### config.mk
export PLATFORM = sky130hd
export DESIGN_NAME = ieee_float_classify_unpack
export DESIGN_NICKNAME = d
export VERILOG_FILES = /design/src/sv/ifcu_pkg.sv /design/src/sv/ifcu_split.sv /design/src/sv/ifcu_classify.sv /design/src/sv/ifcu_assemble.sv /design/src/sv/ieee_float_classify_unpack.sv
export SDC_FILE = /design/constraint.sdc
export NUM_CORES = 1
export LEC_CHECK = 0
export BUFFER_PORTS_ARGS = -buffer_cell sky130_fd_sc_hd__buf_2
export CORE_MARGIN = 8
export CORE_UTILIZATION = 55
export CTS_BUF_LIST = sky130_fd_sc_hd__clkbuf_8
export CTS_CLUSTER_DIAMETER = 200
export CTS_CLUSTER_SIZE = 20
export DETAILED_ROUTE_END_ITERATION = 12
export HOLD_SLACK_MARGIN = 0.08
export PLACE_DENSITY = 0.87
export RECOVER_POWER = 50
export SYNTH_ARGS = -nofsm -noshare
export SYNTH_HDL_FRONTEND = slang
export SYNTH_SLANG_ARGS = --single-unit
export TNS_END_PERCENT = 30
### constraint.sdc
create_clock -name aclk -period 12 [get_ports aclk]
set_input_delay 0.6 -clock aclk [delete_from_list [all_inputs] [get_ports aclk]]
set_output_delay 0.6 -clock aclk [all_outputs]
set_load 0.01 [all_outputs]
### src/sv/ifcu_pkg.sv
`timescale 1ns / 1ps
// ----------------------------------------------------------------------------
// ifcu_pkg
// shared types and constants of the float classify / unpack pipeline
// ----------------------------------------------------------------------------
package ifcu_pkg;

    localparam int CMD_W   = 2;
    localparam int VALUE_W = 64;
    localparam int FRAC_W  = 52;
    localparam int BEXP_W  = 11;
    localparam int TEXP_W  = 12;
    localparam int SIG_W   = 54;
    localparam int SIGW_W  = 6;
    localparam int EXPW_W  = 4;

    // format codes of the command field
    localparam logic [CMD_W-1:0] FMT_HALF   = 2'd0;
    localparam logic [CMD_W-1:0] FMT_SINGLE = 2'd1;
    localparam logic [CMD_W-1:0] FMT_DOUBLE = 2'd2;

    // fields after the split stage
    typedef struct packed {
        logic [CMD_W-1:0]  fmt;
        logic              neg;
        logic [BEXP_W-1:0] bexp;
        logic [FRAC_W-1:0] frac;
        logic [SIGW_W-1:0] sig_width;
        logic [EXPW_W-1:0] exp_width;
    } split_t;

    // class flags decided in the classify stage
    typedef struct packed {
        logic zero;
        logic inf;
        logic nan;
        logic qnan;
        logic indef;
        logic sub;
        logic normal;
    } flags_t;

    typedef struct packed {
        split_t            fld;
        flags_t            flags;
        logic [TEXP_W-1:0] bias;
    } class_t;

    typedef struct packed {
        logic [SIG_W-1:0]         significand;
        logic [BEXP_W-1:0]        biased_exponent;
        logic signed [TEXP_W-1:0] true_exponent;
        logic [SIGW_W-1:0]        significand_width;
        logic [EXPW_W-1:0]        exponent_width;
        logic                     negative;
        logic                     is_zero;
        logic                     infinity;
        logic                     is_nan;
        logic                     is_quiet_nan;
        logic                     indef_nan;
        logic                     denormal;
    } result_t;

endpackage

### src/sv/ifcu_split.sv
`timescale 1ns / 1ps
// ----------------------------------------------------------------------------
// ifcu_split
// first stage: format decode and sign / exponent / fraction extraction
// ----------------------------------------------------------------------------
module ifcu_split (
    input  logic                          aclk,
    input  logic                          aresetn,
    input  logic                          in_valid,
    output logic                          in_ready,
    input  logic [ifcu_pkg::CMD_W-1:0]    in_command,
    input  logic [ifcu_pkg::VALUE_W-1:0]  in_value,
    output logic                          out_valid,
    input  logic                          out_ready,
    output ifcu_pkg::split_t              out_data
);

    logic             valid_reg;
    ifcu_pkg::split_t data_reg;
    ifcu_pkg::split_t data_next;

    assign in_ready = !valid_reg || out_ready;

    always_comb begin
        case (in_command)
            ifcu_pkg::FMT_HALF: begin
                data_next.fmt       = ifcu_pkg::FMT_HALF;
                data_next.neg       = in_value[15];
                data_next.bexp      = {6'd0, in_value[14:10]};
                data_next.frac      = {42'd0, in_value[9:0]};
                data_next.sig_width = 6'd11;
                data_next.exp_width = 4'd5;
            end
            ifcu_pkg::FMT_SINGLE: begin
                data_next.fmt       = ifcu_pkg::FMT_SINGLE;
                data_next.neg       = in_value[31];
                data_next.bexp      = {3'd0, in_value[30:23]};
                data_next.frac      = {29'd0, in_value[22:0]};
                data_next.sig_width = 6'd24;
                data_next.exp_width = 4'd8;
            end
            default: begin
                // unused code falls back to double
                data_next.fmt       = ifcu_pkg::FMT_DOUBLE;
                data_next.neg       = in_value[63];
                data_next.bexp      = in_value[62:52];
                data_next.frac      = in_value[51:0];
                data_next.sig_width = 6'd53;
                data_next.exp_width = 4'd11;
            end
        endcase
    end

    always_ff @(posedge aclk) begin
        if (!aresetn) begin
            valid_reg <= 1'b0;
        end else if (in_ready) begin
            valid_reg <= in_valid;
        end
    end

    always_ff @(posedge aclk) begin
        if (in_ready && in_valid) begin
            data_reg <= data_next;
        end
    end

    assign out_valid = valid_reg;
    assign out_data  = data_reg;

endmodule

### src/sv/ifcu_classify.sv
`timescale 1ns / 1ps
// ----------------------------------------------------------------------------
// ifcu_classify
// second stage: exponent / fraction tests and class flags
// ----------------------------------------------------------------------------
module ifcu_classify (
    input  logic              aclk,
    input  logic              aresetn,
    input  logic              in_valid,
    output logic              in_ready,
    input  ifcu_pkg::split_t  in_data,
    output logic              out_valid,
    input  logic              out_ready,
    output ifcu_pkg::class_t  out_data
);

    logic             valid_reg;
    ifcu_pkg::class_t data_reg;
    ifcu_pkg::class_t data_next;

    logic exp_zero;
    logic exp_ones;
    logic frac_zero;
    logic qbit;
    logic low_zero;

    assign in_ready = !valid_reg || out_ready;

    always_comb begin
        case (in_data.fmt)
            ifcu_pkg::FMT_HALF: begin
                exp_ones       = (in_data.bexp == 11'h01f);
                qbit           = in_data.frac[9];
                low_zero       = (in_data.frac[8:0] == '0);
                data_next.bias = 12'd15;
            end
            ifcu_pkg::FMT_SINGLE: begin
                exp_ones       = (in_data.bexp == 11'h0ff);
                qbit           = in_data.frac[22];
                low_zero       = (in_data.frac[21:0] == '0);
                data_next.bias = 12'd127;
            end
            default: begin
                exp_ones       = (in_data.bexp == 11'h7ff);
                qbit           = in_data.frac[51];
                low_zero       = (in_data.frac[50:0] == '0);
                data_next.bias = 12'd1023;
            end
        endcase

        exp_zero  = (in_data.bexp == '0);
        frac_zero = (in_data.frac == '0);

        data_next.fld          = in_data;
        data_next.flags.zero   = exp_zero && frac_zero;
        data_next.flags.inf    = exp_ones && frac_zero;
        data_next.flags.nan    = exp_ones && !frac_zero;
        data_next.flags.qnan   = exp_ones && !frac_zero && qbit;
        data_next.flags.indef  = exp_ones && qbit && in_data.neg && low_zero;
        data_next.flags.sub    = exp_zero && !frac_zero;
        data_next.flags.normal = !exp_zero && !exp_ones;
    end

    always_ff @(posedge aclk) begin
        if (!aresetn) begin
            valid_reg <= 1'b0;
        end else if (in_ready) begin
            valid_reg <= in_valid;
        end
    end

    always_ff @(posedge aclk) begin
        if (in_ready && in_valid) begin
            data_reg <= data_next;
        end
    end

    assign out_valid = valid_reg;
    assign out_data  = data_reg;

endmodule

### src/sv/ifcu_assemble.sv
`timescale 1ns / 1ps
// ----------------------------------------------------------------------------
// ifcu_assemble
// third stage: hidden bit, unbiased exponent and the output register
// ----------------------------------------------------------------------------
module ifcu_assemble (
    input  logic              aclk,
    input  logic              aresetn,
    input  logic              in_valid,
    output logic              in_ready,
    input  ifcu_pkg::class_t  in_data,
    output logic              out_valid,
    input  logic              out_ready,
    output ifcu_pkg::result_t out_data
);

    logic                              valid_reg;
    ifcu_pkg::result_t                 data_reg;
    ifcu_pkg::result_t                 data_next;
    logic [ifcu_pkg::SIG_W-1:0]        hidden;

    assign in_ready = !valid_reg || out_ready;

    always_comb begin
        case (in_data.fld.fmt)
            ifcu_pkg::FMT_HALF:   hidden = ifcu_pkg::SIG_W'(1) << 10;
            ifcu_pkg::FMT_SINGLE: hidden = ifcu_pkg::SIG_W'(1) << 23;
            default:              hidden = ifcu_pkg::SIG_W'(1) << 52;
        endcase

        data_next.significand = {2'b00, in_data.fld.frac}
                              | (in_data.flags.normal ? hidden : '0);
        data_next.biased_exponent = in_data.fld.bexp;
        // subnormals share the minimum exponent of the normals
        data_next.true_exponent = $signed({1'b0, in_data.fld.bexp}
                                          - in_data.bias
                                          + {11'd0, in_data.flags.sub});
        data_next.significand_width = in_data.fld.sig_width;
        data_next.exponent_width    = in_data.fld.exp_width;
        data_next.negative          = in_data.fld.neg;
        data_next.is_zero           = in_data.flags.zero;
        data_next.infinity          = in_data.flags.inf;
        data_next.is_nan            = in_data.flags.nan;
        data_next.is_quiet_nan      = in_data.flags.qnan;
        data_next.indef_nan         = in_data.flags.indef;
        data_next.denormal          = in_data.flags.sub;
    end

    always_ff @(posedge aclk) begin
        if (!aresetn) begin
            valid_reg <= 1'b0;
        end else if (in_ready) begin
            valid_reg <= in_valid;
        end
    end

    always_ff @(posedge aclk) begin
        if (in_ready && in_valid) begin
            data_reg <= data_next;
        end
    end

    assign out_valid = valid_reg;
    assign out_data  = data_reg;

endmodule

### src/sv/ieee_float_classify_unpack.sv
`timescale 1ns / 1ps
// ----------------------------------------------------------------------------
// ieee_float_classify_unpack
// classifies and unpacks a half, single or double bit pattern
// ----------------------------------------------------------------------------
// usage
//   input channel s_*: s_command picks the format (half, single, double; the
//   unused code is taken as double), s_value carries the raw pattern
//   right-aligned. one transaction in gives exactly one transaction out.
//   result channel m_*: significand with hidden bit for normals, stored and
//   unbiased exponent, format widths and the class flags.
// stages and throughput
//   three register stages (split, classify, assemble). one transaction per
//   cycle is sustained while m_ready is high; the exponent subtract and the
//   wide fraction compares each sit in a stage of their own.
// reset
//   aresetn clears the stage valid bits only; the pipeline comes up empty.
// stall
//   when m_ready is low the last stage holds its result and each stage ahead
//   keeps taking transactions until it fills, then s_ready falls. nothing is
//   dropped or repeated; ready travels back through one gate per stage.
// ----------------------------------------------------------------------------
module ieee_float_classify_unpack (
    input  logic                                 aclk,
    input  logic                                 aresetn,

    input  logic                                 s_valid,
    output logic                                 s_ready,
    input  logic [ifcu_pkg::CMD_W-1:0]           s_command,
    input  logic [ifcu_pkg::VALUE_W-1:0]         s_value,

    output logic                                 m_valid,
    input  logic                                 m_ready,
    output logic [ifcu_pkg::SIG_W-1:0]           m_significand,
    output logic [ifcu_pkg::BEXP_W-1:0]          m_biased_exponent,
    output logic signed [ifcu_pkg::TEXP_W-1:0]   m_true_exponent,
    output logic [ifcu_pkg::SIGW_W-1:0]          m_significand_width,
    output logic [ifcu_pkg::EXPW_W-1:0]          m_exponent_width,
    output logic                                 m_negative,
    output logic                                 m_is_zero,
    output logic                                 m_infinity,
    output logic                                 m_is_nan,
    output logic                                 m_is_quiet_nan,
    output logic                                 m_indef_nan,
    output logic                                 m_denormal
);

    // stage 1 -> stage 2
    logic              split_valid;
    logic              split_ready;
    ifcu_pkg::split_t  split_data;

    // stage 2 -> stage 3
    logic              class_valid;
    logic              class_ready;
    ifcu_pkg::class_t  class_data;

    // stage 3 output register
    ifcu_pkg::result_t result;

    // field extraction per format
    ifcu_split u_split (
        .aclk       (aclk),
        .aresetn    (aresetn),
        .in_valid   (s_valid),
        .in_ready   (s_ready),
        .in_command (s_command),
        .in_value   (s_value),
        .out_valid  (split_valid),
        .out_ready  (split_ready),
        .out_data   (split_data)
    );

    // zero / all-ones tests and class flags
    ifcu_classify u_classify (
        .aclk      (aclk),
        .aresetn   (aresetn),
        .in_valid  (split_valid),
        .in_ready  (split_ready),
        .in_data   (split_data),
        .out_valid (class_valid),
        .out_ready (class_ready),
        .out_data  (class_data)
    );

    // hidden bit, unbiased exponent, output register
    ifcu_assemble u_assemble (
        .aclk      (aclk),
        .aresetn   (aresetn),
        .in_valid  (class_valid),
        .in_ready  (class_ready),
        .in_data   (class_data),
        .out_valid (m_valid),
        .out_ready (m_ready),
        .out_data  (result)
    );

    // unpack the result struct onto the ports
    assign m_significand       = result.significand;
    assign m_biased_exponent   = result.biased_exponent;
    assign m_true_exponent     = result.true_exponent;
    assign m_significand_width = result.significand_width;
    assign m_exponent_width    = result.exponent_width;
    assign m_negative          = result.negative;
    assign m_is_zero           = result.is_zero;
    assign m_infinity          = result.infinity;
    assign m_is_nan            = result.is_nan;
    assign m_is_quiet_nan      = result.is_quiet_nan;
    assign m_indef_nan         = result.indef_nan;
    assign m_denormal          = result.denormal;

endmodule

# Word level (Yosys, flattened, before mapping)
# Cells that the tools add are included.
word_totals:
  wordCells: 80
  out_inout_bits: 96
  ff_bits: 268
  inputBits: 70
classes:
  eq_ne: 6
  n_reduce_logical: 29
  muxes: 7
  addsub: 2
  bitwise: 1
op_table:
  columns: ["op", "count"]
  rows:
  - ["$pmux 76 s2", 1]
  - ["$pmux 53 s2", 1]
  - ["$or 52x54->54", 1]
  - ["$mux 53", 1]
  - ["$logic_not 52->1", 1]
  - ["$logic_not 51->1", 1]
  - ["$logic_not 22->1", 1]
  - ["$pmux 10 s2", 1]
  - ["$add 12x1->12", 1]
  - ["$logic_and 1x1->1", 12]
  - ["$sub 11x12->12", 1]
  - ["$eq 11x11->1 const B", 1]
  - ["$eq 11x5->1 const B", 1]
  - ["$eq 11x8->1 const B", 1]
  - ["$logic_not 11->1", 1]
  - ["$logic_not 9->1", 1]
  - ["$eq 2x1->1 const B", 3]
  - ["$logic_not 1->1", 6]
  - ["$logic_not 2->1", 3]
  - ["$pmux 1 s2", 3]
  - ["$logic_or 1x1->1", 3]

# Depth between registers and ports, before layout
depth:
  ltp_word: 5
  depth_mapped: 8
  mapped_depth_nobuf: 7

# By module
# From an unflattened synthesis, not the netlist that was laid out.
hier_totals:
  hier_cells: 500
  area_unflattened_um2: 9276.4
modules_own_cells:
  columns: ["mod", "area_each_um2", "n_inst", "cells_each", "seq_area_each_um2"]
  rows:
  - ["ifcu_assemble", 3568.4, 1, 188, 2812.7]
  - ["ifcu_classify", 2981.6, 1, 150, 2572.5]
  - ["ifcu_split", 2726.4, 1, 162, 2122.0]

# Least setup slack after synthesis
# OpenSTA, ideal clock, no wires.
synth_path:
  kind: "input to register"
  from: "input port m_ready"
  to: "register u_classify.data_reg, in the netlist u_classify.out_data[12], enable pin"
  path_stages: 2
  n_path_buf: 0
  t_required_ps: 11363
  setup_time_ps: 637
  slack_ps: 4932
  arrival_ps: 6431
  path_cell_list: "nor2b_1 > a21boi_0"
synth_via:
  elab_chain_len: 3
synth_lines:
  columns: ["item", "line", "rtl"]
  rows:
  - ["start: declaration", "ieee_float_classify_unpack.sv:33", "input logic m_ready,"]
  - ["$logic_or 1x1->1", "ifcu_assemble.sv:22", "assign in_ready = !valid_reg || out_ready;"]
  - ["$logic_or 1x1->1", "ifcu_classify.sv:27", "assign in_ready = !valid_reg || out_ready;"]
  - ["$logic_and 1x1->1", "ifcu_classify.sv:73", "if (in_ready && in_valid) begin"]
  - ["end signal: assignment", "ifcu_classify.sv:74", "data_reg <= data_next;"]
  - ["end: declaration", "ifcu_classify.sv:18", "ifcu_pkg::class_t data_reg;"]
# Every way passes these cells.
# A chain may end at the register's enable or synchronous reset.

# Final worst setup path
layout_path:
  from: "register u_assemble.valid_reg, in the netlist u_assemble.out_valid"
  to: "output port s_ready"
layout_via:
  elab_chain_len: 4
layout_lines:
  columns: ["item", "line", "rtl"]
  rows:
  - ["start: declaration", "ifcu_assemble.sv:17", "logic valid_reg;"]
  - ["start signal: assignment", "ifcu_assemble.sv:53", "valid_reg <= in_valid;"]
  - ["$logic_not 1->1", "ifcu_assemble.sv:22", null]
  - ["$logic_or 1x1->1", "ifcu_assemble.sv:22", null]
  - ["$logic_or 1x1->1", "ifcu_classify.sv:27", null]
  - ["$logic_or 1x1->1", "ifcu_split.sv:22", "assign in_ready = !valid_reg || out_ready;"]
  - ["end: declaration", "ieee_float_classify_unpack.sv:28", "output logic s_ready,"]
# Every way passes these cells.

==> impl_results.md <==
- Unique masters post-synth: 46
- Wire length of the first global-routing pass: 23900 um
- Worst slew margin relative to its limit: -0.157
- Worst Path Max Fanout: 6
- Post-route setup TNS: 0 ns
- Flip-flop and latch area: 0.00718 sq mm
- Die extent in x: 141 um
- Routed wire length: 15600 um
- Design Area, Final: 0.00983 sq mm
- Number of hold violations in the final report: 0
- Detail-routed via count per cell: 5.18
- Mean cell area of the mapped netlist: 18.9 sq um
- Number of maximum-capacitance violations: 1
- Number of antenna violations at the first check in global routing: 0
- Most instantiated library cell after synthesis: sky130_fd_sc_hd__edfxtp_1
- Synthesized flop and latch total: 240
- Number of enable-type register cells in the synthesized netlist: 237
- Cell Area, Placed: 0.00970 sq mm
- Count of vias placed by the detailed router: 4373
- Achievable clock frequency: 0.413 GHz
- DRC violation count after routing: 0
- Run status: complete, but fails checks
- CP Data Arrival Time: 1.82 ns
- Cell types with the largest area share after synthesis: sky130_fd_sc_hd__edfxtp_1 (82%), sky130_fd_sc_hd__and2_1 (2.5%), sky130_fd_sc_hd__ha_1 (2.0%)
- Failing checks: max-capacitance violations, max-slew violations
- 1st-iter DRT viols: 283
- Cell accounting for the most synthesized area: sky130_fd_sc_hd__edfxtp_1
- First-pass detailed-route iteration total: 5
- Port buffer count: 164
- Clock tree from TritonCTS: yes
- Critical path class: register to primary output
- Clock insertion delay at the later pin of the skew report: 0.49 ns
- Worst ir drop on vdd: 0.000106 V
- Total leakage power: 3.42 nW
- Dpl hpwl: 11300 um
- Count of mapped cells out of synthesis: 457
- Vias in the first global route: 4652
- Setup repair after global routing missed its margin: false
- Postcts setup bufs: 0
- Class of the most critical hold timing path: input pin to register
- Count of buffering cells on the critical path with inverters included: 1
- Pin count of the biggest net entering global routing: 89
- CTS-repair resized insts: 0
- Die height: 141 um
- I/O Pins: 166
- Asr flop ratio synth: 0
- Setup violation total in the final timing report: 0
- H-Tree Depth: 1
- Tightest Pin Transition: 1.74 ns
- Initial core utilization: 0.553
- Cells along the critical path: nor2b_1, nand3_1, buf_2
- Area of the mapped netlist: 0.00863 sq mm
- Slowest stage cell on the critical path: sky130_fd_sc_hd__nor2b_1
- Routability Congestion: 0.846
- Number of buffers inserted for hold repair after clock tree synthesis: 0
- Cell area power density: 144 mW/mm^2
- Yosys warnings: 0
- Row cnt: 46
- Required time of the critical path: 11.40 ns
- Critical path launch point type: register
- Std-Cell Core Area: 0.0156 sq mm
- Worst clock skew: 0.0206 ns
- Worst Setup End Kind: primary output
- Maximum single-stage delay on the critical path: 0.60 ns
- Prevailing post-synth register cell: sky130_fd_sc_hd__edfxtp_1
- Final Cycle Share: 0.202
- Maximum number of buffers from clock root to sink: 3
- Slew Viols, Final: 52
- Nets in the synthesized netlist: 542
- Count of antenna diodes in the layout: 0
- Cell at the root of the clock tree: sky130_fd_sc_hd__clkbuf_8
- Area enclosed by the die boundary: 0.0200 sq mm
- Number of antenna-violating nets in the routed design: 0
- Area taken by multi-input logic gates: 0.00136 sq mm
- Most common library cells after synthesis: sky130_fd_sc_hd__edfxtp_1 (237), sky130_fd_sc_hd__and2_1 (34), sky130_fd_sc_hd__nor2b_1 (18), sky130_fd_sc_hd__ha_1 (14), sky130_fd_sc_hd__nand2_1 (13)
- Net count reported at finish: 710
- Register area share after synthesis: 0.831
- Area grow syn2layout: 13.9%
- Clk slew on worst S/H paths: 0.12 ns
- Top cell type's share of synthesized area: 0.824
- Post-detailed-route wirelength per cell: 18.5 um
- Filler Cells Inserted: 1125
- CTS sink cnt: 240
- Number of buffers created by CTS: 15
- GRT Overall Usage: 0.153
- Family with the most delay on the worst path: simple AND/OR/NAND/NOR gates
- Residual overflow from global routing: 0
- Share of final-layout standard cells stronger than drive strength 1: 0.189
- Post-layout min period: 2.42 ns
[flip-flops by register name, indices dropped and copies added, names as in the netlist]
register / flops
u_classify.out_data: 79
u_split.out_data: 70
u_split.out_valid: 1
u_assemble.out_data: 88
u_classify.out_valid: 1
u_assemble.out_valid: 1
[area by class of cell]
type,count,area share
Clock buffer,15,0.0210
Clock inverter,5,0.00191
Inverter,12,0.00458
Multi-Input combinational cell,189,0.138
Sequential cell,240,0.730
Tap cell,216,0.0275
Timing Repair Buffer,167,0.0766
[cells by family (layout without fill, tap and decap cells)]
group,after synthesis,in the layout,synth area share
flip-flops,240,240,0.831
AND/OR/NAND/NOR,117,117,0.0823
AO/OA/AOI/OAI,40,40,0.0310
buffers and inverters,28,199,0.0148
adder cells (fa/ha/maj),15,15,0.0226
XOR/XNOR,8,8,0.00812
multiplexers,8,8,0.00928
other,1,1,0.000434
[layer usage]
layer / part of all wire / global-route usage
met1: 0.39 / 0.172
met5: 0 / 0
met3: 0.064 / 0.0329
met2: 0.52 / 0.282
met4: 0.028 / 0.0549
[through the flow]
stage               worst slack (ns)  utilization  power (W)  hold slack, ns  cells
global placement                9.83        0.622    0.00109           0.402    824
floorplan                       4.93            -    0.00106           0.400    457
CTS                             9.56        0.636    0.00143           0.245    844
finish                          9.58        0.630    0.00141           0.275    844
global route                    9.30        0.630    0.00147           0.245    844
detailed placement              9.74        0.622    0.00110           0.405    824
[worst paths after layout]
check             cells after the start  slack [ns]                         startpoint                           endpoint
setup / recovery                      3        9.58  u_assemble.out_valid$_SDFFE_PN0P_                            s_ready
hold / removal                        1        0.27                         s_value[8]     u_split.out_data[18]$_DFFE_PP_
setup reg to reg                      7        9.85  u_classify.out_data[81]$_DFFE_PP_  u_assemble.out_data[27]$_DFFE_PP_
hold reg to reg                       0        0.42      u_split.out_data[7]$_DFFE_PP_  u_classify.out_data[26]$_DFFE_PP_
[where the power goes]
group	total, W	switching (W)	internal (W)
sequential	0.000995	0.0000212	0.000974
clock	0.000336	0.000220	0.000116
combinational	0.0000830	0.0000508	0.0000323
[cells in the final DEF (no fill, tap or decap), drive strengths merged, types with 2 or more instances in the layout]
| cell type | netlist | layout |
|---|---|---|
| dfxtp | 3 | 3 |
| nand3 | 5 | 5 |
| nor4 | 10 | 10 |
| ha | 14 | 14 |
| a21oi | 6 | 6 |
| a21o | 2 | 2 |
| buf | 6 | 95 |
| inv | 12 | 17 |
| clkbuf | 10 | 87 |
| nand2b | 2 | 2 |
| xnor2 | 7 | 7 |
| a31oi | 3 | 3 |
| mux2i | 8 | 8 |
| edfxtp | 237 | 237 |
| o21ai | 11 | 11 |
| a22o | 3 | 3 |
| or4 | 2 | 2 |
| and3 | 4 | 4 |
| o211ai | 2 | 2 |
| nand4 | 5 | 5 |
| nor3 | 6 | 6 |
| a21boi | 4 | 4 |
| o21bai | 2 | 2 |
| and4 | 4 | 4 |
| nor2 | 9 | 9 |
| nor2b | 18 | 18 |
| and2 | 34 | 34 |
| nand2 | 13 | 13 |
No activity file was read; power rests on OpenSTA's default activity.
